**src/c2p_pkg.sv**
```systemverilog
`timescale 1ns / 1ps

package c2p_pkg;

   localparam int GUARD_BITS   = 16;
   localparam int Z_WIDTH      = 35;
   localparam int PHASE_SHIFT  = 17;
   localparam int PHASE_LIMIT  = 25736;
   localparam int OUT_WIDTH    = 16;
   localparam int MAG_MAX      = 65535;
   localparam int ATAN_ENTRIES = 32;

   // Q2.30 radians
   localparam logic signed [Z_WIDTH-1:0] PI_Q30     = 35'sd3373259426;
   localparam logic signed [Z_WIDTH-1:0] ROUND_HALF = 35'sd65536;

   localparam logic signed [Z_WIDTH-1:0] ATAN_Q30 [ATAN_ENTRIES] = '{
      35'sd843314856, 35'sd497837829, 35'sd263043836, 35'sd133525158,
      35'sd67021686,  35'sd33543515,  35'sd16775850,  35'sd8388437,
      35'sd4194282,   35'sd2097149,   35'sd1048575,   35'sd524287,
      35'sd262143,    35'sd131071,    35'sd65535,     35'sd32767,
      35'sd16383,     35'sd8191,      35'sd4095,      35'sd2047,
      35'sd1023,      35'sd511,       35'sd255,       35'sd127,
      35'sd63,        35'sd31,        35'sd15,        35'sd7,
      35'sd3,         35'sd1,         35'sd0,         35'sd0
   };

endpackage

```
**src/c2p_sqrt.sv**
```systemverilog
`timescale 1ns / 1ps

module c2p_sqrt #(
   parameter int SAMPLE_WIDTH = 16,
   parameter int STAGES       = 18
) (
   input  logic                                  clock,
   input  logic signed [SAMPLE_WIDTH-1:0]        re,
   input  logic signed [SAMPLE_WIDTH-1:0]        im,
   output logic        [c2p_pkg::OUT_WIDTH-1:0]  magnitude
);

   localparam int PW    = 2 * SAMPLE_WIDTH;
   localparam int STEPS = SAMPLE_WIDTH;

   logic signed [PW-1:0] re_w;
   logic signed [PW-1:0] im_w;
   logic        [PW-1:0] sq_re_ff;
   logic        [PW-1:0] sq_im_ff;
   // element j holds the state after pipeline stage j+1
   logic        [PW-1:0] rem_ff  [STAGES-1];
   logic        [PW-1:0] root_ff [STAGES-1];
   logic        [PW-1:0] root_rnd;

   assign re_w = PW'(re);
   assign im_w = PW'(im);

   // stage 0: squares
   always_ff @(posedge clock) begin
      sq_re_ff <= $unsigned(re_w * re_w);
      sq_im_ff <= $unsigned(im_w * im_w);
   end

   genvar j;
   generate
      for (j = 0; j < STAGES - 1; j++) begin : g_stage
         if (j == 0) begin : g_sum
            always_ff @(posedge clock) begin
               rem_ff[j]  <= sq_re_ff + sq_im_ff;
               root_ff[j] <= '0;
            end
         end else if (j <= STEPS) begin : g_step
            localparam int T = j - 1;
            localparam logic [PW-1:0] BIT = PW'(1) << (PW - 2 - 2 * T);
            logic [PW:0]   trial;
            logic [PW-1:0] rem_in;
            logic [PW-1:0] root_in;

            assign trial = {1'b0, root_ff[j-1]} + {1'b0, BIT};

            always_comb begin
               if ({1'b0, rem_ff[j-1]} >= trial) begin
                  rem_in  = rem_ff[j-1] - trial[PW-1:0];
                  root_in = (root_ff[j-1] >> 1) + BIT;
               end else begin
                  rem_in  = rem_ff[j-1];
                  root_in = root_ff[j-1] >> 1;
               end
            end

            always_ff @(posedge clock) begin
               rem_ff[j]  <= rem_in;
               root_ff[j] <= root_in;
            end
         end else begin : g_pass
            always_ff @(posedge clock) begin
               rem_ff[j]  <= rem_ff[j-1];
               root_ff[j] <= root_ff[j-1];
            end
         end
      end
   endgenerate

   // round to nearest: remainder above root means the half point was passed
   assign root_rnd = (rem_ff[STAGES-2] > root_ff[STAGES-2]) ? root_ff[STAGES-2] + PW'(1)
                                                             : root_ff[STAGES-2];

   assign magnitude = (root_rnd > PW'(c2p_pkg::MAG_MAX)) ? c2p_pkg::OUT_WIDTH'(c2p_pkg::MAG_MAX)
                                                         : root_rnd[c2p_pkg::OUT_WIDTH-1:0];

endmodule

```
**config.mk**
```make
export PLATFORM = sky130hd
export DESIGN_NAME = c2p_sqrt
export DESIGN_NICKNAME = d
export VERILOG_FILES = /design/src/c2p_pkg.sv /design/src/c2p_sqrt.sv
export SDC_FILE = /design/constraint.sdc
export NUM_CORES = 2
export LEC_CHECK = 0
export BUFFER_PORTS_ARGS = -buffer_cell sky130_fd_sc_hd__buf_2
export CELL_PAD_IN_SITES_DETAIL_PLACEMENT = 1
export CELL_PAD_IN_SITES_GLOBAL_PLACEMENT = 1
export CORE_ASPECT_RATIO = 0.9
export CORE_MARGIN = 1
export CORE_UTILIZATION = 50
export CTS_CLUSTER_SIZE = 14
export DETAILED_ROUTE_END_ITERATION = 10
export MAX_ROUTING_LAYER = met4
export PLACE_DENSITY_LB_ADDON = 0.25
export SLEW_MARGIN = 10
export SYNTH_ARGS = -nofsm -noshare
export SYNTH_HDL_FRONTEND = slang
export SYNTH_SLANG_ARGS = --single-unit
```
**constraint.sdc**
```tcl
create_clock -name clock -period 7.2 [get_ports clock]
set_input_delay 0.36 -clock clock [delete_from_list [all_inputs] [get_ports clock]]
set_output_delay 0.36 -clock clock [all_outputs]
set_load 0.1 [all_outputs]
```
# Yosys cells after proc, flatten, opt, wreduce, memory -nomap -nowiden
# Memories as Yosys holds them, arrays and structs flattened.
# Cells that the tools add are included.
[op_classes]
bitwise = 0
eq_ne = 0
order_cmp = 18
n_mul = 2
addsub = 50
muxes = 34
n_div = 0
n_reduce_logical = 0
n_shift = 0
[ops]
columns = ["cell", "count"]
rows = [
  ["$mux W32", 33],
  ["$ge A32 B33 Y1", 16],
  ["$sub A32 B32 Y32", 16],
  ["$mul A16 B16 Y32", 2],
  ["$add A32 B1 Y33 const B", 1],
  ["$add A32 B11 Y33 const B", 1],
  ["$add A32 B13 Y33 const B", 1],
  ["$add A32 B15 Y33 const B", 1],
  ["$add A32 B17 Y33 const B", 1],
  ["$add A32 B19 Y33 const B", 1],
  ["$add A32 B21 Y33 const B", 1],
  ["$add A32 B23 Y33 const B", 1],
  ["$add A32 B25 Y33 const B", 1],
  ["$add A32 B27 Y33 const B", 1],
  ["$add A32 B29 Y33 const B", 1],
  ["$add A32 B3 Y33 const B", 1],
  ["$add A32 B31 Y33 const B", 1],
  ["$add A32 B5 Y33 const B", 1],
  ["$add A32 B7 Y33 const B", 1],
  ["$add A32 B9 Y33 const B", 1],
  ["$add A31 B1 Y32 const B", 1],
  ["$add A31 B11 Y32 const B", 1],
  ["$add A31 B13 Y32 const B", 1],
  ["$add A31 B15 Y32 const B", 1],
  ["other kinds (17)", 17],
]
[totals]
latchBits = 0
n_memories = 2
ff_bits = 64
ramBits = 1088
word_cells = 108
mem_bits_ro = 0
input_bits = 33
[mem_list]
columns = ["memory", "words", "word_bits", "read_ports", "rd_ports_with_merged_regs", "write_ports", "line", "text"]
rows = [
  ["rem_ff", 17, 32, 17, 0, 17, "c2p_sqrt.sv:21", "logic [PW-1:0] rem_ff [STAGES-1];"],
  ["root_ff", 17, 32, 17, 0, 17, "c2p_sqrt.sv:22", "logic [PW-1:0] root_ff [STAGES-1];"],
]

# Logic depth before layout (Yosys ltp)
[depth]
word_depth = 4
ltp_mapped = 25

# Worst setup path after synthesis
# Ideal clock, no wire load.
[synth_path]
kind = "input port to flip-flop"
startpoint = "input port im[5]"
endpoint = "register sq_im_ff[31]"
setup_slack_ps = 612
path_stages = 22
t_arrival_ps = 6515
setup_time_ps = 72
path_cell_list = "clkbuf_1 > clkbuf_1 > nand2_1 > fa_1 > inv_1 > fa_1 > fa_1 > fa_1 > fa_1 > inv_1 > fa_1 > inv_1 > ha_1 > a21o_1 > a21o_1 > a2111oi_0 > o2111ai_1 > nand3_1 > o211ai_1 > a21o_1 > a21oi_1 > xnor2_1"
[synth_between]
elab_chain_len = 1
[synth_lines]
columns = ["item", "line", "text"]
rows = [
  ["from (decl)", "c2p_sqrt.sv:9", "input logic signed [SAMPLE_WIDTH-1:0] im,"],
  ["$mul A16 B16 Y32", "c2p_sqrt.sv:31", "sq_im_ff <= $unsigned(im_w * im_w);"],
  ["to (signal assigned)", "c2p_sqrt.sv:31", ""],
  ["to (decl)", "c2p_sqrt.sv:19", "logic [PW-1:0] sq_im_ff;"],
]
# Every way passes these cells.

# Worst setup path after layout
[layout_path]
startpoint = "input port im[0]"
endpoint = "register sq_im_ff[30]"
# Same word-level chain as after synthesis.

==> results_dict.tcl <==
set metrics [dict create \
    dpl.hpwl_um 90020 \
    synth_area_leaders "dfxtp_1 (33%), fa_1 (20%), ha_1 (11%), inv_1 (7.5%), xnor2_1 (3.7%)" \
    final.setup.tns_ns 0 \
    path_common_cell "fa_1" \
    gp_congestion 0.8605 \
    grt_overflow 0 \
    clockBufferDepth 3 \
    worstHoldPathType "in -> reg" \
    utilization_pct 55.58 \
    post_cts_buffers 0 \
    synthCells 4740 \
    worstPathCellList "dlygate4sd3_1, buf_2, clkinv_1, nor2_1, ha_1, inv_1, fa_1, inv_1, fa_1, fa_1, fa_1, inv_1, fa_1, inv_1, ha_1, a21oi_1, o21ai_0, a21o_1, a221oi_1, o21ai_0, a41oi_1, a211o_1, mux2i_1, nand3_1" \
    async_reset_ff_share_pct 0 \
    synth_edf_count 0 \
    antenna_found_initial 3 \
    cp.required_ns 7.70 \
    fin_nets 5702 \
    cp_slowest_cell "dlygate4sd3_1" \
    end_kind "flop" \
    setup_viol 0 \
    route.detailed.vias_per_inst 5.263 \
    yosys_warnings 0 \
    track_usage_pct 25.87 \
    critPathMaxFanout 14 \
    wl_per_cell_um 18.46 \
    numClockSinks 742 \
    worst_slew_pin_slew_ns 1.089 \
    min_period_ns 6.453 \
    syn_to_final_growth_pct 9.463 \
    cts_hold_buf 1 \
    row_count 104 \
    grt_pass1_wl_um 184700 \
    arrival_ns 6.95 \
    rr_startpoint "root_ff[1][142]" \
    finClkSkew_ns 0.03477 \
    synth_area_per_cell_um2 9.632 \
    root_buffer "clkbuf_16" \
    synth.cell_area_mm2 0.04566 \
    clk_latency_ns 0.64 \
    r2r_cells 10 \
    fin_crit_sh_pct 89.63 \
    cts-buffers-inserted 76 \
    dr.pass1.iters 5 \
    port_buffers 48 \
    hold_viol 0 \
    critPathBufInv 7 \
    drtAntennaViolNets 0 \
    postCtsResizedCells 0 \
    fill_cells 10070 \
    critPathTopFamily "adder cells" \
    rsz0062_at_grt "false" \
    drive_gt1_share_pct 5.171 \
    synth_cell_type_count 78 \
    syn_nets 5624 \
    slew_viol_final 0 \
    design.die.area_mm2 0.09253 \
    cpPeakStageDelay_ns 0.54 \
    ys_top_cells_by_count "inv_1 (918), dfxtp_1 (742), fa_1 (466)" \
    first_iter_violations 1311 \
    final_cell_area_mm2 0.04998 \
    coreArea_mm2 0.08992 \
    hp-start "re[0]" \
    synth.most_common_cell "inv_1" \
    startpoint_type "input pin" \
    yosysTopAreaCellShare_pct 32.53 \
    ys.flop_type "dfxtp_1" \
    grt_max_degree 34 \
    reg2reg_setup_slack_ns 3.27 \
    cts.clk_slew.worst_paths_ns 0.06 \
    outcome "completed" \
    critPathKind "in -> reg" \
    max-cap-violations 0 \
    max_clock_freq_mhz 155.0 \
    die_h_um 288.7 \
    start_util_pct 50.78 \
    die_w_um 320.5 \
    yosys.area.top_type "dfxtp_1" \
    dpl_cell_area_mm2 0.04735 \
    r2r-end "rem_ff[13][19]" \
    relSlewSlack_pct 27.38 \
    cts_tree "done" \
    route.vias.total 32080 \
    ys_seq_elements 742 \
    grt_pass1_vias 35880 \
    io_pins 49 \
    drc 0 \
    whs_path_depth 1 \
    ys_seq_area_share_pct 32.53 \
    min_to "sq_re_ff[0]" \
    htreeDepth 3 \
    wl_um 112600 \
]
## metrics by stage
stage / hold slack, ns / std cells / setup slack, ns
finish: 0.07750 / 6096 / 0.7467
global route: 0.06888 / 6095 / 0.3085
CTS: 0.03898 / 6092 / 0.8029
detailed placement: 0.3380 / 5958 / 0.2869
global placement: 0.3349 / 5958 / 0.4675
floorplan: 0.3224 / 4740 / 0.6125
## worst max path at each step
| stage | cells past startpoint | to | from |
|---|---|---|---|
| 2_1_floorplan | 22 | sq_im_ff[31] | im[5] |
| 3_3_place_gp | 23 | sq_re_ff[31] | re[2] |
| 3_5_place_dp | 23 | sq_im_ff[30] | im[3] |
| 4_1_cts | 24 | sq_im_ff[30] | im[0] |
| 5_1_grt | 24 | sq_im_ff[30] | im[0] |
| 6_report | 24 | sq_im_ff[30] | im[0] |
## flip-flops by register name (all words and copies together) (netlist names)
register / cells
rem_ff: 544
sq_re_ff: 31
root_ff: 136
sq_im_ff: 31
## final cells by class
class                      instances  area (um2)  share of cell area (%)
timing repair buffer              78       467.9                  0.9363
multi-input combinational       3000       27070                   54.16
tap                             1219        1525                   3.052
antenna                            4       10.01                 0.02003
clock inverter                    32       464.2                  0.9288
sequential                       742       14850                   29.72
clock buffer                     101        2136                   4.273
inverter                         920        3453                   6.910
## per-layer routing
metal  routed length (um)  track usage [%]  vias to the layer above
li1                     -                -                    15360
met5                    0                -                        -
met4                 4238            9.749                        0
met1                47580            30.14                    16050
met3                 3088            3.121                      229
met2                57650            45.62                      445
## worst register-to-register path, stage by stage, from the launching register on
cell and delay (ns):
dfxtp_1 0.35, inv_1 0.05, ha_1 0.36, a21o_1 0.22, a21oi_1 0.28, o21ba_2 0.21, nor2_1 0.06, a2111oi_0 0.54
and3_1 0.98, inv_1 0.38, mux2_2 0.37
## cells by family after synthesis
group | Yosys count | share of synthesized area, %
multiplexers | 28 | 0.6522
AO/OA/AOI/OAI | 641 | 8.876
buffers and inverters | 998 | 8.243
flip-flops | 742 | 32.53
adder cells (fa/ha/maj) | 851 | 30.98
XOR/XNOR | 323 | 6.196
AND/OR/NAND/NOR | 1157 | 12.52
## cell usage in the layout (no fill, tap or decap), types with 85 or more instances in the layout
cell type and n:
inv_1 918, dfxtp_1 742, fa_1 466, ha_1 385, nand2_1 377, nor2_1 223, xnor2_1 194, o21ai_0 193
a21oi_1 145, xor2_1 129, nor3_1 85
Power is left out: the tool's default activity adds up to more than one toggle a clock period on the data nets, which glitch-free logic cannot reach.
