--- config.mk ---
export PLATFORM = sky130hd
export DESIGN_NAME = c2p_cordic
export DESIGN_NICKNAME = d
export VERILOG_FILES = /design/src/c2p_pkg.sv /design/src/c2p_cordic.sv
export SDC_FILE = /design/constraint.sdc
export NUM_CORES = 2
export LEC_CHECK = 0
export BUFFER_PORTS_ARGS = -buffer_cell sky130_fd_sc_hd__buf_2
export CORE_UTILIZATION = 45
export CTS_BUF_LIST = sky130_fd_sc_hd__clkbuf_16
export DETAILED_ROUTE_END_ITERATION = 16
export PLACE_DENSITY = 0.67
export SLEW_MARGIN = 10
export SYNTH_ARGS = -nofsm -noshare
export SYNTH_HDL_FRONTEND = slang
export SYNTH_SLANG_ARGS = --single-unit
--- constraint.sdc ---
create_clock -name clock -period 14.37 [get_ports clock]
set_clock_uncertainty 0.05 [all_clocks]
set_input_delay 1.437 -clock clock [delete_from_list [all_inputs] [get_ports clock]]
set_output_delay 1.437 -clock clock [all_outputs]
set_load 0.005 [all_outputs]
--- src/c2p_pkg.sv ---
`timescale 1ns / 1ps

package c2p_pkg;

   localparam int GUARD_BITS   = 16;
   localparam int Z_WIDTH      = 35;
   localparam int PHASE_SHIFT  = 17;
   localparam int PHASE_LIMIT  = 25736;
   localparam int OUT_WIDTH    = 16;
   localparam int MAG_MAX      = 65535;
   localparam int ATAN_ENTRIES = 32;

   // Q2.30 radians
   localparam logic signed [Z_WIDTH-1:0] PI_Q30     = 35'sd3373259426;
   localparam logic signed [Z_WIDTH-1:0] ROUND_HALF = 35'sd65536;

   localparam logic signed [Z_WIDTH-1:0] ATAN_Q30 [ATAN_ENTRIES] = '{
      35'sd843314856, 35'sd497837829, 35'sd263043836, 35'sd133525158,
      35'sd67021686,  35'sd33543515,  35'sd16775850,  35'sd8388437,
      35'sd4194282,   35'sd2097149,   35'sd1048575,   35'sd524287,
      35'sd262143,    35'sd131071,    35'sd65535,     35'sd32767,
      35'sd16383,     35'sd8191,      35'sd4095,      35'sd2047,
      35'sd1023,      35'sd511,       35'sd255,       35'sd127,
      35'sd63,        35'sd31,        35'sd15,        35'sd7,
      35'sd3,         35'sd1,         35'sd0,         35'sd0
   };

endpackage

--- src/c2p_cordic.sv ---
`timescale 1ns / 1ps

module c2p_cordic #(
   parameter int SAMPLE_WIDTH    = 16,
   parameter int ROTATION_STAGES = 16,
   parameter int STAGES          = 18
) (
   input  logic                                        clock,
   input  logic signed [SAMPLE_WIDTH-1:0]              re,
   input  logic signed [SAMPLE_WIDTH-1:0]              im,
   output logic signed [c2p_pkg::OUT_WIDTH-1:0]        phase_angle
);

   localparam int XW  = SAMPLE_WIDTH + c2p_pkg::GUARD_BITS + 3;
   localparam int ZW  = c2p_pkg::Z_WIDTH;
   localparam int PHW = ZW - c2p_pkg::PHASE_SHIFT;
   localparam logic signed [PHW-1:0] PH_MAX = PHW'(c2p_pkg::PHASE_LIMIT);
   localparam logic signed [PHW-1:0] PH_MIN = -PH_MAX;

   logic signed [XW-1:0] x_ff    [STAGES];
   logic signed [XW-1:0] y_ff    [STAGES];
   logic signed [ZW-1:0] z_ff    [STAGES];
   logic                 zero_ff [STAGES];

   logic signed [ZW-1:0]  z_rnd;
   logic signed [PHW-1:0] ph_raw;
   logic signed [PHW-1:0] ph_clip;

   genvar k;
   generate
      for (k = 0; k < STAGES; k++) begin : g_stage
         if (k == 0) begin : g_prep
            logic signed [XW-1:0] re_x;
            logic signed [XW-1:0] im_x;
            logic                 re_neg;

            assign re_x   = XW'(re);
            assign im_x   = XW'(im);
            assign re_neg = re[SAMPLE_WIDTH-1];

            // left half-plane: rotate by pi up front
            always_ff @(posedge clock) begin
               x_ff[k]    <= (re_neg ? -re_x : re_x) <<< c2p_pkg::GUARD_BITS;
               y_ff[k]    <= (re_neg ? -im_x : im_x) <<< c2p_pkg::GUARD_BITS;
               z_ff[k]    <= !re_neg ? '0
                           : (im[SAMPLE_WIDTH-1] ? -c2p_pkg::PI_Q30 : c2p_pkg::PI_Q30);
               zero_ff[k] <= (re == '0);
            end
         end else if (k <= ROTATION_STAGES) begin : g_rot
            localparam int I = k - 1;
            logic signed [XW-1:0] dx;
            logic signed [XW-1:0] dy;
            logic signed [XW-1:0] x_in;
            logic signed [XW-1:0] y_in;
            logic signed [ZW-1:0] z_in;

            assign dx = y_ff[k-1] >>> I;
            assign dy = x_ff[k-1] >>> I;

            always_comb begin
               if (!y_ff[k-1][XW-1]) begin
                  x_in = x_ff[k-1] + dx;
                  y_in = y_ff[k-1] - dy;
                  z_in = z_ff[k-1] + c2p_pkg::ATAN_Q30[I];
               end else begin
                  x_in = x_ff[k-1] - dx;
                  y_in = y_ff[k-1] + dy;
                  z_in = z_ff[k-1] - c2p_pkg::ATAN_Q30[I];
               end
            end

            always_ff @(posedge clock) begin
               x_ff[k]    <= x_in;
               y_ff[k]    <= y_in;
               z_ff[k]    <= z_in;
               zero_ff[k] <= zero_ff[k-1];
            end
         end else begin : g_pass
            always_ff @(posedge clock) begin
               x_ff[k]    <= x_ff[k-1];
               y_ff[k]    <= y_ff[k-1];
               z_ff[k]    <= z_ff[k-1];
               zero_ff[k] <= zero_ff[k-1];
            end
         end
      end
   endgenerate

   // Q2.30 -> Q3.13, round half up
   assign z_rnd  = z_ff[STAGES-1] + c2p_pkg::ROUND_HALF;
   assign ph_raw = z_rnd[ZW-1:c2p_pkg::PHASE_SHIFT];

   always_comb begin
      if (ph_raw > PH_MAX) begin
         ph_clip = PH_MAX;
      end else if (ph_raw < PH_MIN) begin
         ph_clip = PH_MIN;
      end else begin
         ph_clip = ph_raw;
      end
   end

   assign phase_angle = zero_ff[STAGES-1] ? '0 : ph_clip[c2p_pkg::OUT_WIDTH-1:0];

endmodule

After elaboration in Yosys (flattened, before gate mapping)
Memory sizes are Yosys's and may differ from the RTL's.
Cells that the tools add are included.

operators by class
  reduce and logical (&&, ||, !) cells = 1
  mux-type cells = 55
  $lt $le $gt $ge = 2
  $add $sub $neg = 98

operator list
  kind                                                              number
  35-bit two-way mux                                                50
  35-bit by 18-bit adder with 35-bit output, second input constant  2
  35-bit by 20-bit adder with 35-bit output                         2
  35-bit by 21-bit adder with 35-bit output                         2
  35-bit by 22-bit adder with 35-bit output                         2
  35-bit by 23-bit adder with 35-bit output                         2
  35-bit by 24-bit adder with 35-bit output                         2
  35-bit by 25-bit adder with 35-bit output                         2
  35-bit by 26-bit adder with 35-bit output                         2
  35-bit by 27-bit adder with 35-bit output                         2
  35-bit by 28-bit adder with 35-bit output                         2
  35-bit by 29-bit adder with 35-bit output                         2
  35-bit by 30-bit adder with 35-bit output                         2
  35-bit by 31-bit adder with 35-bit output                         2
  35-bit by 32-bit adder with 35-bit output                         2
  35-bit by 33-bit adder with 35-bit output                         2
  35-bit by 34-bit adder with 35-bit output                         2
  35-bit by 20-bit subtractor with 35-bit output                    2
  35-bit by 21-bit subtractor with 35-bit output                    2
  35-bit by 22-bit subtractor with 35-bit output                    2
  35-bit by 23-bit subtractor with 35-bit output                    2
  35-bit by 24-bit subtractor with 35-bit output                    2
  35-bit by 25-bit subtractor with 35-bit output                    2
  35-bit by 26-bit subtractor with 35-bit output                    2
  47 further kinds                                                  60

storage, ports and cells
  word-level logic and storage cells = 160
  output and inout bits = 16
  register bits = 0
  memories = 4
  RAM bits = 1908
  bits of input ports = 33

memories
  name     depth  width  read ports  clocked after Yosys merged registers in  wr ports  RTL line          RTL
  x_ff     18     35     17          0                                        18        c2p_cordic.sv:20  logic signed [XW-1:0] x_ff [STAGES];
  y_ff     18     35     17          0                                        18        c2p_cordic.sv:21  logic signed [XW-1:0] y_ff [STAGES];
  z_ff     18     35     18          0                                        18        c2p_cordic.sv:22  logic signed [ZW-1:0] z_ff [STAGES];
  zero_ff  18     1      18          0                                        18        c2p_cordic.sv:23  logic zero_ff [STAGES];

Depth between registers and ports, before layout
An unclocked memory read counts as a cell.

  depth after elaboration = 6
  mapped depth = 20
  depth with buffers taken out = 20

Worst setup path after synthesis
OpenSTA, ideal clock, no wires.

  path kind = register to register
  from = memory y_ff[12][17] in the netlist's numbering
  to = memory x_ff[13][34] in the netlist's numbering
  buffers on the path = 1
  arrival time = 4.394 ns
  clock period less this slack = 4.562 ns
  stages on the path, launching flop included = 21
  setup time = 0.118 ns
  data required time = 14.202 ns
  slack = 9.808 ns
  cell sequence = dfxtp_1 nor4_1 nand2_1 nor4_1 nand3b_1 or2_2 clkbuf_1 nor2_1 nor2_1 xnor2_1 ha_1 a21o_1 a21o_1 a21o_1 a21o_1 a2111oi_0 a211oi_1 o21ai_1 a21boi_0 o22a_1 xnor2_1

RTL lines
  item                RTL line
  start: declaration  c2p_cordic.sv:21
  end: declaration    c2p_cordic.sv:20

==> flow_metrics.tcl <==
set metrics [dict create \
    status "finished, final reports clean" \
    wl_per_cell_um 15.7 \
    cts_made_buffers 160 \
    worst_setup_path_start_kind "flip-flop" \
    via_count 88400 \
    r2r-start "y_ff[12][17]$_DFF_P_" \
    antenna_found_initial 2 \
    rrSetupSlack_ns 8.96 \
    cp.arrival_ns 4.30 \
    drive_gt1_share_pct 3.74 \
    critPathRequiredTime_ns 12.88 \
    synth.distinct_cells 111 \
    endpoint_kind "primary output" \
    cts_sinks 1442 \
    drt_wl_total_um 252000 \
    dr.pass1.iters 6 \
    dp.final_hpwl_um 202000 \
    postCtsSetupRepairBufs 0 \
    report.final.slew_viol_count 0 \
    utilization_pct 49.2 \
    endpoint "phase_angle[10]" \
    tightest_slew_ns 1.14 \
    clockBufferDepth 3 \
    path_delay_family "compound AO/OA/AOI/OAI gates" \
    cp_max_fo 12 \
    clock_latency_ns 0.81 \
    fin_setup_tns_ns 0 \
    layout_commonest_cell "dfxtp_1" \
    syn_area_per_cell_um2 8.42 \
    grt_pass1_wl_um 411000 \
    area_growth_syn_to_layout_pct 8.47 \
    path_buf_inv 1 \
    min_period_ns 5.78 \
    initial_core_util_pct 45.3 \
    viasPerCell 5.52 \
    die_w_um 489 \
    startpoint "z_ff[17][17]$_DFF_P_" \
    cp_cell_sequence "ha_1 > nand3_1 > xor2_1 > a211oi_1 > o22ai_1 > a211oi_1 > o21ai_0 > maj3_1 > a22oi_1 > nand2b_1 > o21ai_0 > buf_2" \
    synth_area_um2 107000 \
    dp_slack_ns 9.06 \
    cp_slowest_cell "a22oi_1" \
    synth_edf_count 0 \
    reg2reg_depth 16 \
    relSlewSlack_pct 22.7 \
    fp-row-count 178 \
    min_period_over_period_pct 40.3 \
    rsz0062_at_grt "no" \
    nFillCells 22900 \
    async_flop_share_pct 0 \
    synth_seq_cells 1442 \
    synthCells 12700 \
    hold_slack_ns 0.273 \
    grt_usage_pct 20.4 \
    ant_nets 0 \
    remaining_drc_errors 0 \
    setup_slack_ns 8.59 \
    cts_root_buf "clkbuf_16" \
    grt_max_degree 74 \
    worstSetupPathType "reg -> out" \
    yosysSeqAreaShare_pct 27.0 \
    worstHoldStart "z_ff[16][23]$_DFF_P_" \
    cp.depth 12 \
    grt_pass1_vias 82000 \
    coreArea_um2 236000 \
    slowest_delay_ns 0.69 \
    cts_resized 0 \
    boundaryPins 49 \
    rr_endpoint "x_ff[13][34]$_DFF_P_" \
    portBuffers 48 \
    cts_htree_levels 4 \
    grt-ovfl-total 0 \
    fmax_ghz 0.173 \
    drtIter0Drc 5357 \
    ys.flop_type "dfxtp_1" \
    chipHeight_um 489 \
    hold_viol 0 \
    globalplace.congestion 0.914 \
    yosys_warnings 0 \
    nNetsFinal 14200 \
    cts_hold_buf 0 \
    hold_path_class "reg -> reg" \
    clkTransAtPathRegs_ns 0.06 \
    dieArea_um2 239000 \
    finalSetupViolCount 0 \
    max_cap_violations 0 \
    final_cell_mix "dfxtp_1 (1428), ha_1 (1391), a21oi_1 (1281)" \
    cts_tree "built" \
]
==> per-stage QoR <==
stage               cell area, um^2  instances
floorplan                    107000      12700
detailed placement           111000      15700
finish                       116000      16000
CTS                          116000      16000
global route                 116000      16000
global placement             111000      15700
==> layout make-up <==
type                    count  area (um^2)  area share [%]
repair buffers             76          450           0.389
clock inverters           128         1280            1.10
clock buffers             161         4030            3.48
flip-flops and latches   1442        28900            24.9
diodes                      1         2.50         0.00216
inverters                 564         2120            1.83
well taps                3150         3940            3.40
multi-input cells       10500        75100            64.9
==> state kept, by name (all words and copies together) (netlist names) <==
signal,count
y_ff,444
x_ff,433
zero_ff,18
z_ff,547
==> Yosys cell counts, types with 27 or more instances <==
| master | count | area [um^2] |
|---|---|---|
| dfxtp_1 | 1442 | 28900 |
| ha_1 | 1391 | 17400 |
| a21oi_1 | 1281 | 6410 |
| nor2_1 | 1229 | 4610 |
| xnor2_1 | 1176 | 10300 |
| nand2_1 | 614 | 2300 |
| xor2_1 | 595 | 5210 |
| o21ai_0 | 588 | 2940 |
| inv_1 | 562 | 2110 |
| a21o_1 | 561 | 4210 |
| nor3_1 | 366 | 1830 |
| nand3_1 | 216 | 1080 |
| o21a_1 | 207 | 1550 |
| nor2b_1 | 187 | 1170 |
| nand2b_1 | 175 | 1090 |
| o21bai_1 | 154 | 1160 |
| a31oi_1 | 147 | 920 |
| and3_1 | 146 | 913 |
| clkbuf_1 | 145 | 544 |
| or3_1 | 113 | 707 |
| a211oi_1 | 111 | 833 |
| and2_1 | 101 | 632 |
| nor4_1 | 98 | 613 |
| nand4_1 | 83 | 519 |
| o31ai_1 | 64 | 480 |
| o211ai_1 | 55 | 413 |
| o41ai_1 | 48 | 420 |
| or2_2 | 46 | 288 |
| nor3b_1 | 45 | 338 |
| a21boi_0 | 41 | 308 |
| a211o_1 | 39 | 342 |
| fa_1 | 36 | 721 |
| or4_1 | 36 | 270 |
| mux2_2 | 31 | 349 |
| mux2i_1 | 31 | 310 |
| a2111oi_0 | 30 | 263 |
| a31o_2 | 28 | 245 |
| and4_1 | 27 | 236 |
==> worst min-delay path by stage <==
stage                           endpoint  slack [ns]  depth (start not counted)
floorplan           z_ff[17][16]$_DFF_P_        0.26                          0
global placement     zero_ff[15]$_DFF_P_        0.26                          0
detailed placement  z_ff[17][23]$_DFF_P_        0.26                          0
CTS                  zero_ff[12]$_DFF_P_        0.28                          0
global route          z_ff[1][1]$_DFF_P_        0.28                          0
finish              z_ff[17][23]$_DFF_P_        0.27                          0
==> kinds of logic (layout without fill, tap and decap cells) <==
| logic type | count (synthesis) | in the layout | synth area share [%] |
|---|---|---|---|
| xor gates and xnor gates | 1772 | 1772 | 14.5 |
| AOI/OAI and AO/OA | 3675 | 3675 | 22.0 |
| other | 1 | 4 | 0.00351 |
| muxes | 62 | 62 | 0.617 |
| and+or+nand+nor | 3562 | 3562 | 16.2 |
| buffers and inverters | 739 | 929 | 2.61 |
| DFF | 1442 | 1442 | 27.0 |
| adders and majority gates | 1428 | 1428 | 17.0 |
==> layer usage <==
metal  global-route usage [%]  wire [um]  vias up
li1                         -          -    45800
met1                     27.3     120000    40600
met2                     34.4     115000     1632
met3                     2.27       9920      394
met4                     5.90       6590        0
met5                        0          0        -
Power is not shown: default switching activity piles up to over one toggle a cycle in this logic, so the estimate is an artifact.
